==> config.mk <==
export PLATFORM = sky130hd
export DESIGN_NAME = hrsc_root_cell
export DESIGN_NICKNAME = d
export VERILOG_FILES = /design/src/rtl/hrsc_pkg.sv /design/src/rtl/hrsc_root_cell.sv
export SDC_FILE = /design/constraint.sdc
export NUM_CORES = 1
export LEC_CHECK = 0
export BUFFER_PORTS_ARGS = -buffer_cell sky130_fd_sc_hd__buf_2
export CAP_MARGIN = 40
export CORE_MARGIN = 5
export CORE_UTILIZATION = 30
export CTS_BUF_LIST = sky130_fd_sc_hd__clkbuf_2
export DETAILED_ROUTE_END_ITERATION = 10
export PLACE_DENSITY_LB_ADDON = 0.15
export SKIP_LAST_GASP = 1
export SLEW_MARGIN = 25
export SYNTH_ARGS = -nofsm -noshare
export SYNTH_HDL_FRONTEND = slang
export SYNTH_SLANG_ARGS = --single-unit
==> constraint.sdc <==
create_clock -name clk -period 3.45 [get_ports clk]
set_input_delay 0.345 -clock clk [delete_from_list [all_inputs] [get_ports clk]]
set_output_delay 0.345 -clock clk [all_outputs]
set_load 0.01 [all_outputs]
==> src/rtl/hrsc_pkg.sv <==
package hrsc_pkg;

  // Field widths
  localparam int FsrW      = 14;
  localparam int CodeW     = 16;
  localparam int ByteW     = 8;
  localparam int FieldW    = 15;
  localparam int MagW      = 15;
  localparam int TempW     = 18;
  localparam int ProdW     = CodeW + FsrW + 1;
  localparam int SqW       = 2 * (FieldW - 1);
  localparam int SumW      = SqW + 2;

  // Square root chain: one cell per radicand bit pair
  localparam int SqrtSteps = 16;
  localparam int RadW      = 2 * SqrtSteps;
  localparam int RootW     = SqrtSteps + 2;
  localparam int RemW      = SqrtSteps + 4;

  // Scaling constants
  localparam logic [FsrW-1:0]         FsrReset    = 14'd10000;
  localparam int                      RangeShift  = 15;
  localparam logic signed [16:0]      DieT0Code   = 17'sd17522;
  localparam logic signed [TempW-1:0] DieBase     = 18'sd2500;
  localparam logic [18:0]             DieRecip    = 19'd349525;
  localparam int                      DieRecipSh  = 20;
  localparam logic signed [TempW-1:0] RtdOffset   = 18'sd25600;

  // Results that do not depend on the root, carried alongside the chain
  typedef struct packed {
    logic signed [FieldW-1:0] field_x;
    logic signed [FieldW-1:0] field_y;
    logic signed [FieldW-1:0] field_z;
    logic signed [TempW-1:0]  die_temp;
    logic signed [TempW-1:0]  rtd_temp;
    logic                     rtd_fault;
  } hrsc_side_t;

  // Partial state of the restoring square root
  typedef struct packed {
    logic [RemW-1:0]  rem;
    logic [RootW-1:0] root;
    logic [RadW-1:0]  radicand;
  } hrsc_root_t;

  // One finished result item
  typedef struct packed {
    hrsc_side_t      side;
    logic [MagW-1:0] magnitude;
  } hrsc_result_t;

endpackage

==> src/rtl/hrsc_root_cell.sv <==
module hrsc_root_cell #(
  parameter int Step = 0
) (
  input  logic                  clk,
  input  logic                  rst,
  input  logic                  en,
  input  logic                  in_valid,
  input  hrsc_pkg::hrsc_root_t  in_state,
  input  hrsc_pkg::hrsc_side_t  in_side,
  output logic                  out_valid,
  output hrsc_pkg::hrsc_root_t  out_state,
  output hrsc_pkg::hrsc_side_t  out_side
);
  import hrsc_pkg::*;

  // One restoring step: bring down the next bit pair and try the trial subtrahend.
  logic [1:0]       pair;
  logic [RootW-1:0] root_s;
  logic [RemW-1:0]  rem_s;
  logic [RemW-1:0]  trial;
  logic             take;
  hrsc_root_t       state_next;

  always_comb begin
    pair       = in_state.radicand[RadW-1-2*Step -: 2];
    root_s     = {in_state.root[RootW-2:0], 1'b0};
    rem_s      = {in_state.rem[RemW-3:0], pair};
    trial      = RemW'(root_s) + RemW'(1);
    take       = RemW'(root_s) < rem_s;
    state_next = in_state;
    state_next.rem  = take ? rem_s - trial : rem_s;
    state_next.root = take ? root_s + RootW'(2) : root_s;
  end

  always_ff @(posedge clk) begin
    if (rst) begin
      out_valid <= 1'b0;
    end else if (en) begin
      out_valid <= in_valid;
    end
  end

  always_ff @(posedge clk) begin
    if (en) begin
      out_state <= state_next;
      out_side  <= in_side;
    end
  end

endmodule

After elaboration in Yosys (flattened, before gate mapping)
Cells that the tools add are included.
- input port bits: 156
- logic and storage cells: 17
- register bits after elaboration: 153
- add/subtract/negate cells: 3
- magnitude comparators: 1
- mux-type cells: 2
- operators with widths (kind ; count):
    $lt A18 B20 Y1 ; 1
    $mux W20 ; 1
    $sub A20 B19 Y20 ; 1
    $add A18 B1 Y19 const B ; 1
    $add A18 B2 Y18 const B ; 1
    $mux W18 ; 1

Longest topological paths before layout
- depth after elaboration: 3
- mapped depth: 11
- gate-level depth less buffers: 8

Worst setup path after synthesis
Ideal clock, no wire load.
- path kind: input to register
- start: input in_state[43] (netlist name)
- end: register out_state[34] (netlist name) (data pin)
- data arrival time: 2.122 ns
- data required time: 3.190 ns
- cell stages on the path: 9
- library setup time: 0.260 ns
- slack: 1.068 ns
- path through: inv_1 -> ha_1 -> buf_2 -> nand3_2 -> nor3_2 -> o31ai_2 -> a311oi_4 -> buf_4 -> mux2_2
- RTL lines (item ; line ; text):
    from (decl) ; hrsc_root_cell.sv:8 ; input hrsc_pkg::hrsc_root_t in_state,
    to (signal assigned) ; hrsc_root_cell.sv:45 ; out_state <= state_next;
    to (decl) ; hrsc_root_cell.sv:11 ; output hrsc_pkg::hrsc_root_t out_state,

==> run metrics <==
NetSw roughly 1200 µW; gr usage total 16.35%; Hold Fails Final Rpt 0; via count 5484; sequential fraction of the synthesis area 68.50%; height of the chip about 160 µm; combinational power share 20.5%; clock network fraction of total power approximately a quarter; Max-Cap Viols 0; mux cell area share after synthesis 0.8092%; M3 GR Usage 4.536%; final slew viol count 0; count of cell types in the netlist 52; worst reg2reg path depth 3; Die X 158.9 µm; Internal Power ~3000 µW; Synth Area in Adders 7.189%; Req. time, crit path 4020 ps; layout cells sized above 1 37.92%; ys flop type edfxtp_1; period utilization 92.62%; largest family of logic cells by synthesized area simple AND/OR/NAND/NOR gates; routed len/inst approximately 18 µm; initial antenna violation count 1; met2 Track Usage GR 29.87%; pin count of the biggest net entering global routing 71; Finished Layout Cells between 1000 and 1500; clk root buf clkbuf_2; number of synthesized flops with an enable pin 151; DRT iter0 DRCs 255; Routed Antenna Nets 0; fill count about 2000; Final TNS setup 0 ps; I/O pin count 309; CTS H-tree depth 4; Critical Path Max Stage Delay between 500 and 600 ps; skew final 0 ps; crit path capture out_state[49]$_DFFE_PP_; first-pass GRT wire length 32820 µm; Sequential Power Share around 54%; fmax ~310 MHz; routability cong. 0.8943; area added between synthesis and finish 53.59%; Initial Util 30.47%; worst-path fanout max 34; die area 0.02524 mm²; Syn Area/Cell 14.39 µm²; vias per inst about 4.5; worst-skew pair later-pin latency 660 ps; critical path type in2reg; XOR/XNOR Fraction of Synth Area 3.161%; Port Buffers 304; CTS tree yes; number of remaining DRC errors 0; total CTS buffers 17; Gate Count Post-Synth 462; nets@finish between 1000 and 1500; Slew headroom 55.32%; worst vdd ir about 0.23 mV; CTS resizes 0; Post-Syn Area 0.006649 mm²; Compound-Gate Fraction of Synth Area 8.261%; Hold Crit Class in2reg; commonest non-fill, non-tap cell in the layout buf_2; most frequent cells in the layout buf_2 (303), edfxtp_1 (151), dlygate4sd3_1 (146); GRT met1 Usage 18.94%; worst slew pin tran around 670 ps; GR peak layer met2; share of the core filled with cells 46.80%; vias in the first global route 5723; status complete, no violations; total global routing overflow 0; reg2reg start out_valid$_SDFFE_PP0P_; type of origin of the critical path input port; DP Cell Count 1033; Max stage delay cell, worst path dlygate4sd3_1; area of the core 0.02182 mm²; Post-Synth Simple-Gate Area 8.280%; critical path endpoint category flip-flop; row count 54; First-pass DRT Iterations 4; Syn Nets 655; crit path DAT 3770 ps; crit-path cells dlygate4sd3_1 -> buf_2 -> inv_1 -> ha_1 -> a21oi_1 -> a21oi_1 -> o31ai_2 -> a311oi_4 -> buf_12 -> nand2b_1 -> o41ai_1 -> dlygate4sd3_1; setup slack, reg-to-reg 2230 ps; synth warn 0; #FFs+latches synth 152; final setup fails 0; hold slack 127.1 ps; LEAKAGE 0.004370 µW; Max clock buf depth 2; Post-synth ARST share 0%; PwrDens 413.4 mW/mm²; clock sinks 152; sw frac 28.97%; FF-to-FF End out_valid$_SDFFE_PP0P_; Post-Route WL 21260 µm; Worst-path clk slew ~260 ps; HPWL Detailed 16170 µm; RSZ-0062 raised after global routing false; Tmin final 3196 ps; Worst Setup SP in_state[34]
-- metrics by stage --
| step | cell area (µm²) | setup slack [ps] | power, µW |
|---|---|---|---|
| final | 10210 | 254.5 | 4222 |
| after detailed placement | 8476 | 488.9 | 3041 |
| after global routing | 10210 | 205.7 | 4443 |
| after global placement | 8476 | 477.3 | 3035 |
| after floorplan | 6649 | 1068 | 2654 |
| after CTS | 10190 | 338.2 | 4282 |
-- state kept, by name, summed over array words and instances, names as in the netlist --
| signal | flops |
|---|---|
| out_state | 69 |
| out_side | 82 |
| out_valid | 1 |
-- Yosys cell counts (4+ instances only) --
library cell,count,area share [%]
edfxtp_1,151,68
inv_1,36,2.0
ha_1,35,6.6
nand2_1,33,1.9
a21oi_1,24,1.8
xnor2_1,23,3.0
nor2_1,16,0.90
o21ai_0,16,1.2
nor3_1,13,0.98
buf_2,10,0.75
nand3_1,10,0.75
nor4_1,8,0.75
buf_4,7,0.79
o21a_1,6,0.68
and3_1,5,0.47
nand4_1,4,0.38
o21ai_1,4,0.30
o21bai_1,4,0.45
o41ai_1,4,0.53
-- worst max-delay path, delay by kind of cell --
kind,cells,cell delay [ps]
AO/OA/AOI/OAI,5,1210
buffers and inverters,5,1570
AND/OR/NAND/NOR,1,240
adder cells (fa/ha/maj),1,390
-- timing repair --
item / CTS / global route
endpoints found under the hold margin: 143 / 2
hold buffers: 144 / 2
buffers inserted: 0 / 0
-- area by class of cell --
type	count	area [µm²]	share of cell area, %
flip-flops and latches	152	4554	44.60
diodes	1	2.502	0.02450
clock buffers	18	90.09	0.8821
inverters	36	135.1	1.323
repair buffers	455	3052	29.88
well taps	280	350.3	3.431
clock inverters	14	182.7	1.789
multi-input cells	256	1846	18.07
-- worst min path at each step --
stage | start | endpoint | slack (ps) | cells past startpoint
6_report | in_state[42] | out_state[43]$_DFFE_PP_ | 130 | 3
4_1_cts | in_state[33] | out_state[34]$_DFFE_PP_ | 1 | 2
3_3_place_gp | out_valid$_SDFFE_PP0P_ | out_valid$_SDFFE_PP0P_ | 480 | 2
2_1_floorplan | rst | out_valid$_SDFFE_PP0P_ | 420 | 1
3_5_place_dp | out_valid$_SDFFE_PP0P_ | out_valid$_SDFFE_PP0P_ | 490 | 2
5_1_grt | in_state[42] | out_state[43]$_DFFE_PP_ | 9 | 3
-- power by group through the flow --
| stage | Combinational, µW | Sequential [µW] | Clock (µW) |
|---|---|---|---|
| floorplan | 254 | 2400 | 0 |
| global placement | 735 | 2300 | 0 |
| detailed placement | 737 | 2300 | 0 |
| CTS | 874 | 2260 | 1140 |
| global route | 940 | 2280 | 1230 |
| finish | 867 | 2260 | 1100 |
-- metal layers --
metal  wire length [µm]  part of all wire [%]
met1               8441                    40
met2              11230                    53
met3               1306                   6.1
met4                276                   1.3
met5                  0                     0
-- kinds of logic after synthesis --
| family | Yosys count |
|---|---|
| flip-flops | 152 |
| AND/OR/NAND/NOR | 107 |
| AO/OA/AOI/OAI | 82 |
| buffers and inverters | 54 |
| adder cells (fa/ha/maj) | 37 |
| XOR/XNOR | 24 |
| multiplexers | 5 |
| other | 1 |
(Power assumes the default switching activity.)
