$ cat config.mk
export PLATFORM = sky130hd
export DESIGN_NAME = hrsc_front
export DESIGN_NICKNAME = d
export VERILOG_FILES = /design/src/rtl/hrsc_pkg.sv /design/src/rtl/hrsc_front.sv
export SDC_FILE = /design/constraint.sdc
export NUM_CORES = 2
export LEC_CHECK = 0
export BUFFER_PORTS_ARGS = -buffer_cell sky130_fd_sc_hd__buf_2
export CAP_MARGIN = 30
export CORE_MARGIN = 2
export CORE_UTILIZATION = 60
export CTS_CLUSTER_DIAMETER = 120
export DETAILED_ROUTE_END_ITERATION = 8
export PLACE_DENSITY = 0.77
export SLEW_MARGIN = 20
export SYNTH_ARGS = -nofsm -noshare
export SYNTH_HDL_FRONTEND = slang
export SYNTH_SLANG_ARGS = --single-unit
$ cat constraint.sdc
create_clock -name clk -period 12.4 [get_ports clk]
set_clock_uncertainty 0.2 [all_clocks]
set_input_delay 2.48 -clock clk [delete_from_list [all_inputs] [get_ports clk]]
set_output_delay 2.48 -clock clk [all_outputs]
set_load 0.005 [all_outputs]
$ cat src/rtl/hrsc_pkg.sv
package hrsc_pkg;

  // Field widths
  localparam int FsrW      = 14;
  localparam int CodeW     = 16;
  localparam int ByteW     = 8;
  localparam int FieldW    = 15;
  localparam int MagW      = 15;
  localparam int TempW     = 18;
  localparam int ProdW     = CodeW + FsrW + 1;
  localparam int SqW       = 2 * (FieldW - 1);
  localparam int SumW      = SqW + 2;

  // Square root chain: one cell per radicand bit pair
  localparam int SqrtSteps = 16;
  localparam int RadW      = 2 * SqrtSteps;
  localparam int RootW     = SqrtSteps + 2;
  localparam int RemW      = SqrtSteps + 4;

  // Scaling constants
  localparam logic [FsrW-1:0]         FsrReset    = 14'd10000;
  localparam int                      RangeShift  = 15;
  localparam logic signed [16:0]      DieT0Code   = 17'sd17522;
  localparam logic signed [TempW-1:0] DieBase     = 18'sd2500;
  localparam logic [18:0]             DieRecip    = 19'd349525;
  localparam int                      DieRecipSh  = 20;
  localparam logic signed [TempW-1:0] RtdOffset   = 18'sd25600;

  // Results that do not depend on the root, carried alongside the chain
  typedef struct packed {
    logic signed [FieldW-1:0] field_x;
    logic signed [FieldW-1:0] field_y;
    logic signed [FieldW-1:0] field_z;
    logic signed [TempW-1:0]  die_temp;
    logic signed [TempW-1:0]  rtd_temp;
    logic                     rtd_fault;
  } hrsc_side_t;

  // Partial state of the restoring square root
  typedef struct packed {
    logic [RemW-1:0]  rem;
    logic [RootW-1:0] root;
    logic [RadW-1:0]  radicand;
  } hrsc_root_t;

  // One finished result item
  typedef struct packed {
    hrsc_side_t      side;
    logic [MagW-1:0] magnitude;
  } hrsc_result_t;

endpackage

$ cat src/rtl/hrsc_front.sv
module hrsc_front (
  input  logic                          clk,
  input  logic                          rst,
  input  logic                          en,
  input  logic                          in_valid,
  input  logic [hrsc_pkg::CodeW-1:0]    axis_x_code,
  input  logic [hrsc_pkg::CodeW-1:0]    axis_y_code,
  input  logic [hrsc_pkg::CodeW-1:0]    axis_z_code,
  input  logic [hrsc_pkg::CodeW-1:0]    die_temp_code,
  input  logic [hrsc_pkg::ByteW-1:0]    rtd_high_byte,
  input  logic [hrsc_pkg::ByteW-1:0]    rtd_low_byte,
  input  logic [hrsc_pkg::FsrW-1:0]     full_scale_range,
  output logic                          out_valid,
  output hrsc_pkg::hrsc_side_t          side,
  output logic [hrsc_pkg::RadW-1:0]     radicand
);
  import hrsc_pkg::*;

  // Division by 32768 truncated toward zero.
  function automatic logic signed [FieldW-1:0] axis_trunc(input logic signed [ProdW-1:0] p);
    logic signed [ProdW:0] a;
    a = p[ProdW-1] ? ((ProdW+1)'(p) + (ProdW+1)'(32767)) : (ProdW+1)'(p);
    return a[RangeShift+FieldW-1:RangeShift];
  endfunction

  // Stage 1 registers
  logic                     v1;
  logic signed [ProdW-1:0]  prod_x, prod_y, prod_z;
  logic [17:0]              die_n1;
  logic                     die_neg1;
  logic signed [TempW-1:0]  rtd1;
  logic                     fault1;

  // Stage 2 registers
  logic                     v2;
  logic signed [FieldW-1:0] fx2, fy2, fz2;
  logic [17:0]              die_n2;
  logic [16:0]              die_q0;
  logic                     die_neg2;
  logic signed [TempW-1:0]  rtd2;
  logic                     fault2;

  // Stage 3 registers
  logic                     v3;
  logic signed [FieldW-1:0] fx3, fy3, fz3;
  logic [SqW-1:0]           sq_x, sq_y, sq_z;
  logic signed [TempW-1:0]  die3;
  logic signed [TempW-1:0]  rtd3;
  logic                     fault3;

  // Stage 1 logic: axis products, die offset times five, RTD scaling
  logic signed [16:0]       die_d;
  logic [15:0]              die_abs;
  logic [14:0]              rtd_adc;
  logic [21:0]              rtd_x100;

  always_comb begin
    die_d    = $signed({1'b0, die_temp_code}) - DieT0Code;
    die_abs  = die_d[16] ? 16'(-die_d) : 16'(die_d);
    rtd_adc  = {rtd_high_byte, rtd_low_byte[ByteW-1:1]};
    rtd_x100 = 22'({rtd_adc, 6'b0}) + 22'({rtd_adc, 5'b0}) + 22'({rtd_adc, 2'b0});
  end

  // Stage 2 logic: reciprocal multiply for the division by three
  logic [36:0]              die_prod;
  assign die_prod = 37'(die_n1) * 37'(DieRecip);

  // Stage 3 logic: squares and the one-step quotient correction
  logic signed [2*FieldW-1:0] px, py, pz;
  logic [18:0]                die_r;
  logic [16:0]                die_q;

  always_comb begin
    px    = fx2 * fx2;
    py    = fy2 * fy2;
    pz    = fz2 * fz2;
    die_r = 19'(die_n2) - (19'({die_q0, 1'b0}) + 19'(die_q0));
    die_q = (die_r >= 19'd3) ? die_q0 + 17'd1 : die_q0;
  end

  // Valid bits of the front stages
  always_ff @(posedge clk) begin
    if (rst) begin
      v1        <= 1'b0;
      v2        <= 1'b0;
      v3        <= 1'b0;
      out_valid <= 1'b0;
    end else if (en) begin
      v1        <= in_valid;
      v2        <= v1;
      v3        <= v2;
      out_valid <= v3;
    end
  end

  // Payload of the front stages
  always_ff @(posedge clk) begin
    if (en) begin
      prod_x   <= $signed(axis_x_code) * $signed({1'b0, full_scale_range});
      prod_y   <= $signed(axis_y_code) * $signed({1'b0, full_scale_range});
      prod_z   <= $signed(axis_z_code) * $signed({1'b0, full_scale_range});
      die_n1   <= 18'({die_abs, 2'b00}) + 18'(die_abs);
      die_neg1 <= die_d[16];
      rtd1     <= $signed({1'b0, rtd_x100[21:5]}) - RtdOffset;
      fault1   <= rtd_low_byte[0];

      fx2      <= axis_trunc(prod_x);
      fy2      <= axis_trunc(prod_y);
      fz2      <= axis_trunc(prod_z);
      die_n2   <= die_n1;
      die_q0   <= die_prod[DieRecipSh+16:DieRecipSh];
      die_neg2 <= die_neg1;
      rtd2     <= rtd1;
      fault2   <= fault1;

      fx3      <= fx2;
      fy3      <= fy2;
      fz3      <= fz2;
      sq_x     <= px[SqW-1:0];
      sq_y     <= py[SqW-1:0];
      sq_z     <= pz[SqW-1:0];
      die3     <= die_neg2 ? DieBase - $signed({1'b0, die_q})
                           : DieBase + $signed({1'b0, die_q});
      rtd3     <= rtd2;
      fault3   <= fault2;

      side.field_x   <= fx3;
      side.field_y   <= fy3;
      side.field_z   <= fz3;
      side.die_temp  <= die3;
      side.rtd_temp  <= rtd3;
      side.rtd_fault <= fault3;
      radicand       <= RadW'(SumW'(sq_x) + SumW'(sq_y) + SumW'(sq_z));
    end
  end

endmodule

# Yosys cells after proc, flatten, opt, wreduce, memory -nomap -nowiden
# Index checks and enable logic that the tools add are counted.
[word_totals]
register_bits = 515
out_inout_bits = 115
input_bits = 98
wordCells = 65
[op_classes]
mux = 6
multipliers = 7
addsub = 16
order_cmp = 1
[ops]
columns = ["op", "n"]
rows = [
  ["multiplier 16 x 15 -> 31 bit", 3],
  ["adder 30 x 16 -> 30 bit (second input constant)", 3],
  ["two-way mux 30 bit", 3],
  ["multiplier 15 x 15 -> 28 bit", 3],
  ["multiplier 18 x 19 -> 37 bit (second input constant)", 1],
  ["adder 29 x 28 -> 30 bit", 1],
  ["adder 28 x 28 -> 29 bit", 1],
  ["adder 21 x 20 -> 22 bit", 1],
  ["adder 22 x 17 -> 22 bit", 1],
  ["adder 18 x 17 -> 19 bit", 1],
  [">= comparator 19 x 2 -> 1 bit (second input constant)", 1],
  ["subtractor 18 x 19 -> 19 bit", 1],
  ["adder 12 x 17 -> 18 bit (first input constant)", 1],
  ["adder 18 x 16 -> 18 bit", 1],
  ["two-way mux 18 bit", 1],
  ["subtractor 12 x 17 -> 18 bit (first input constant)", 1],
  ["subtractor 17 x 15 -> 18 bit (second input constant)", 1],
  ["adder 17 x 1 -> 17 bit (second input constant)", 1],
  ["two-way mux 17 bit", 1],
  ["subtractor 16 x 15 -> 17 bit (second input constant)", 1],
  ["two-way mux 16 bit", 1],
  ["negator 16 bit", 1],
]

# Depth between registers and ports, before layout
[depth]
word_depth = 6
depth_mapped = 28
ltp_nobuf = 26

# Least setup slack after synthesis
# Ideal clock, no wire load.
[synth_timing]
path_kind = "input port to flip-flop"
from = "input full_scale_range[4] (netlist name)"
to = "register prod_x[29] (data pin)"
arrival_time_ps = 8575
setup_ps = 259
setup_slack_ps = 3366
required_ps = 11941
cell_stages = 22
n_path_buf = 2
cell_sequence = "clkbuf_1 > clkbuf_1 > nand2_1 > fa_1 > inv_1 > fa_1 > fa_1 > inv_1 > fa_1 > fa_1 > inv_1 > fa_1 > ha_1 > o41ai_1 > o211ai_1 > a221o_1 > a21oi_1 > o21ai_0 > or4_1 > nand3_1 > nand4b_1 > xor2_1"
[synth_between]
elab_chain_cells = 1
[synth_rtl]
columns = ["element", "line", "source"]
rows = [
  ["from (decl)", "hrsc_front.sv:12", "input logic [hrsc_pkg::FsrW-1:0] full_scale_range,"],
  ["multiplier 16 x 15 -> 31 bit", "hrsc_front.sv:99", "prod_x <= $signed(axis_x_code) * $signed({1'b0, full_scale_range});"],
  ["to (signal assigned)", "hrsc_front.sv:99", ""],
  ["to (decl)", "hrsc_front.sv:28", "logic signed [ProdW-1:0] prod_x, prod_y, prod_z;"],
]
# Every way passes these cells.
# A chain may end at the register's enable or synchronous reset.

# Worst setup path after layout
[layout_timing]
from = "input full_scale_range[0] (netlist name)"
to = "register prod_x[29] (data pin)"
# The elaborated chain is that of the path after synthesis.

==> flow_summary_export.csv <==
group,metric,value,unit
run_status,status,"finished, final reports clean",
setup_path,crit_fanout,48,
synthesis,ys.flop_type,"edfxtp_1",
grt,grt_max_degree,213,
setup_path,critPathKind,"in -> reg",
floorplan,row_count,127,
synthesis,synth_top_area_frac,0.373,
setup_path,worstPathRequired,12.60,ns
synthesis,seq_area_frac_synth,0.209,
timing,maxSlewViolCount,0,
cts,h-tree-depth,2,
timing,worst_slew_pin_slew,1.02,ns
synthesis,synth_seq_cells,507,
floorplan,initial_core_util,0.605,
synthesis,synth_area,0.0725,mm^2
final_layout,area_delta_synth_final,6.44,%
timing,fin_hold_ws,0.214,ns
grt,grt_usage,0.254,
route,drt_iter0_drc,2722,
timing,finalCritPeriodShare,0.743,
timing,fin_setup_tns,0,ns
synthesis,synth_edf_count,503,
route,drc,0,
timing,setup_viol,0,
cts,post_cts_buffers,0,
timing,rsz0062_at_grt,"false",
route,viasPerCell,5.38,
synthesis,syn_avg_cell_area,10.5,um^2
grt,grt_pass1_wl,252,mm
job,drv_cap,0,
cts,clock_latency,0.68,ns
synthesis,netlist_instances,6922,
route,vias,46800,
floorplan,die_x,352,um
timing,hold_viol_final,0,
timing,fmax,108,MHz
final_layout,nFillCells,9350,
synthesis,synth_area_leaders,"fa_1 37%, edfxtp_1 21%, ha_1 11%, inv_1 8.7%, and2_1 3.9%",
floorplan,top_level_ports,213,
cts,clock_path_buffers,3,
timing,period_needed,9.22,ns
cts,cts-buffers-inserted,57,
hold_path,hold_class,"reg -> reg",
setup_path,critPathBufInv,3,
grt,grt_pass1_vias,51600,
setup_path,cp-start-kind,"input pin",
setup_path,worstPathArrival,9.42,ns
route,antenna_left,0,
setup_path,crit_family,"adder cells",
cts,tritoncts,"yes",
final_layout,fin_nets,9147,
place,dp_hpwl,120,mm
setup_path,critPathSlowestCell,"buf_2",
setup_path,path_cells,"buf_2 > and2_1 > fa_1 > fa_1 > fa_1 > inv_1 > fa_1 > fa_1 > inv_1 > fa_1 > ha_1 > o41ai_1 > o211ai_1 > a221o_1 > a21oi_1 > o21ai_0 > or4_1 > nand3_1 > nand4b_1 > xor2_1",
setup_path,endpoint_kind,"flip-flop",
place,portBuffers,210,
final_layout,final_cell_mix,"1672 x inv_1, 1350 x fa_1, 660 x ha_1",
setup_path,critPathMaxStageDelay,0.74,ns
synthesis,yosys.area.top_type,"fa_1",
grt,grt_antenna_before_repair,10,
synthesis,ys_warn_count,0,
cts,clk_pin_slew,0.06,ns
floorplan,core,0.120,mm^2
place,routabilityCongestion,0.917,
cts,cts_sinks,507,
route,routed_wl,149,mm
setup_path,cpMostUsedCell,"fa_1",
cts,cts_resized,0,
final_layout,drive_above_1_share,0.0514,
grt,overflow,0,
route,drt-pass1-iter-count,5,
final_layout,final_common_cell,"inv_1",
cts,cts-root-buf,"clkbuf_16",
synthesis,synth_cell_types,90,
floorplan,die_area,0.124,mm^2
timing,relSlewSlack,0.318,
synthesis,ys_async_sr_fraction,0,
floorplan,die_h,352,um
route,routedWlPerCell,17.1,um
cts,cts_hold_buf,0,
[kinds of logic after synthesis]
logic type / count (synthesis) / synth area share
xor+xnor: 370 / 0.0458
compound gates: 561 / 0.0511
simple gates: 1602 / 0.109
fa+ha+maj: 2010 / 0.487
buf+inv: 1856 / 0.0965
other cells: 1 / 0.0000517
mux: 15 / 0.00214
flops: 507 / 0.209
[path summary, 6_finish.rpt]
check                           cells past startpoint                start          to  slack, ns
worst max-delay path                               20  full_scale_range[0]  prod_x[29]       3.18
worst min-delay path                                0             rtd2[17]    rtd3[17]       0.21
worst max register to register                     23               fx2[2]    sq_x[26]       4.67
worst min register to register                      0             rtd2[17]    rtd3[17]       0.21
[layout make-up]
cell class	count	area [um^2]	area share
multi-input combinational	4563	50400	0.652
sequential	507	15200	0.197
inverter	1673	6280	0.0814
tap	1612	2020	0.0261
clock buffer	65	1460	0.0189
timing repair buffer	237	1430	0.0185
clock inverter	39	468	0.00606
antenna	2	5.00	0.0000648
[worst register-to-register path, stage by stage (launching register included)]
cell	delay, ns
edfxtp_1	0.85
nand2_1	0.26
fa_1	0.57
inv_1	0.06
fa_1	0.53
inv_1	0.05
fa_1	0.50
inv_1	0.05
fa_1	0.52
inv_1	0.05
fa_1	0.49
inv_1	0.05
fa_1	0.44
ha_1	0.35
and3_1	0.20
a21oi_1	0.09
o21ai_0	0.12
o41ai_1	0.64
o21ai_0	0.37
nor4_1	0.26
nor3_1	0.12
a41oi_1	0.27
a21oi_1	0.13
xor2_1	0.35
[Yosys cell counts, drive strengths merged, types with 9 or more instances]
library cell  number
nand2            657
or3               20
nand4             20
nand3             57
xnor2            285
nor2b             50
inv             1672
clkbuf           174
nor3              63
buf                9
o21bai            40
fa              1350
nor2             179
o21ai            104
and2             449
o31ai             11
a21oi            167
o21a              29
ha               660
a211oi            21
xor2              83
nand2b            35
a21boi            12
mux2i             11
edfxtp           503
and3              20
a31oi             33
a21o              59
nor4              17
[state kept, by name, indices dropped and copies added, names as in the netlist, 17 cells and up]
register  flops
die_n2       18
prod_y       31
rtd2         18
side         82
prod_x       31
die_q0       17
sq_z         26
sq_y         26
prod_z       31
radicand     30
rtd3         18
die_n1       18
die3         18
sq_x         26
rtd1         18
[layer usage]
metal  GRT usage  vias to the layer above  wire length (um)
met5           0                        -               103
met4      0.0797                       16              4420
met3      0.0347                      280              8170
met2       0.449                     1255             76300
met1       0.326                    23800             59700
li1            -                    21500                 -
[metrics by stage]
| stage | instances | worst slack, ns | utilization | cell area, um^2 |
|---|---|---|---|---|
| after floorplan | 6926 | 3.37 | - | 72500 |
| after global placement | 8583 | 2.56 | 0.626 | 75000 |
| after detailed placement | 8586 | 2.41 | 0.626 | 75100 |
| after CTS | 8690 | 3.14 | 0.642 | 77000 |
| after global routing | 8696 | 2.85 | 0.643 | 77200 |
| final | 8698 | 3.18 | 0.643 | 77200 |
Power is left out: the tool's default activity adds up to more than one toggle a clock period on the data nets, which glitch-free logic cannot reach.
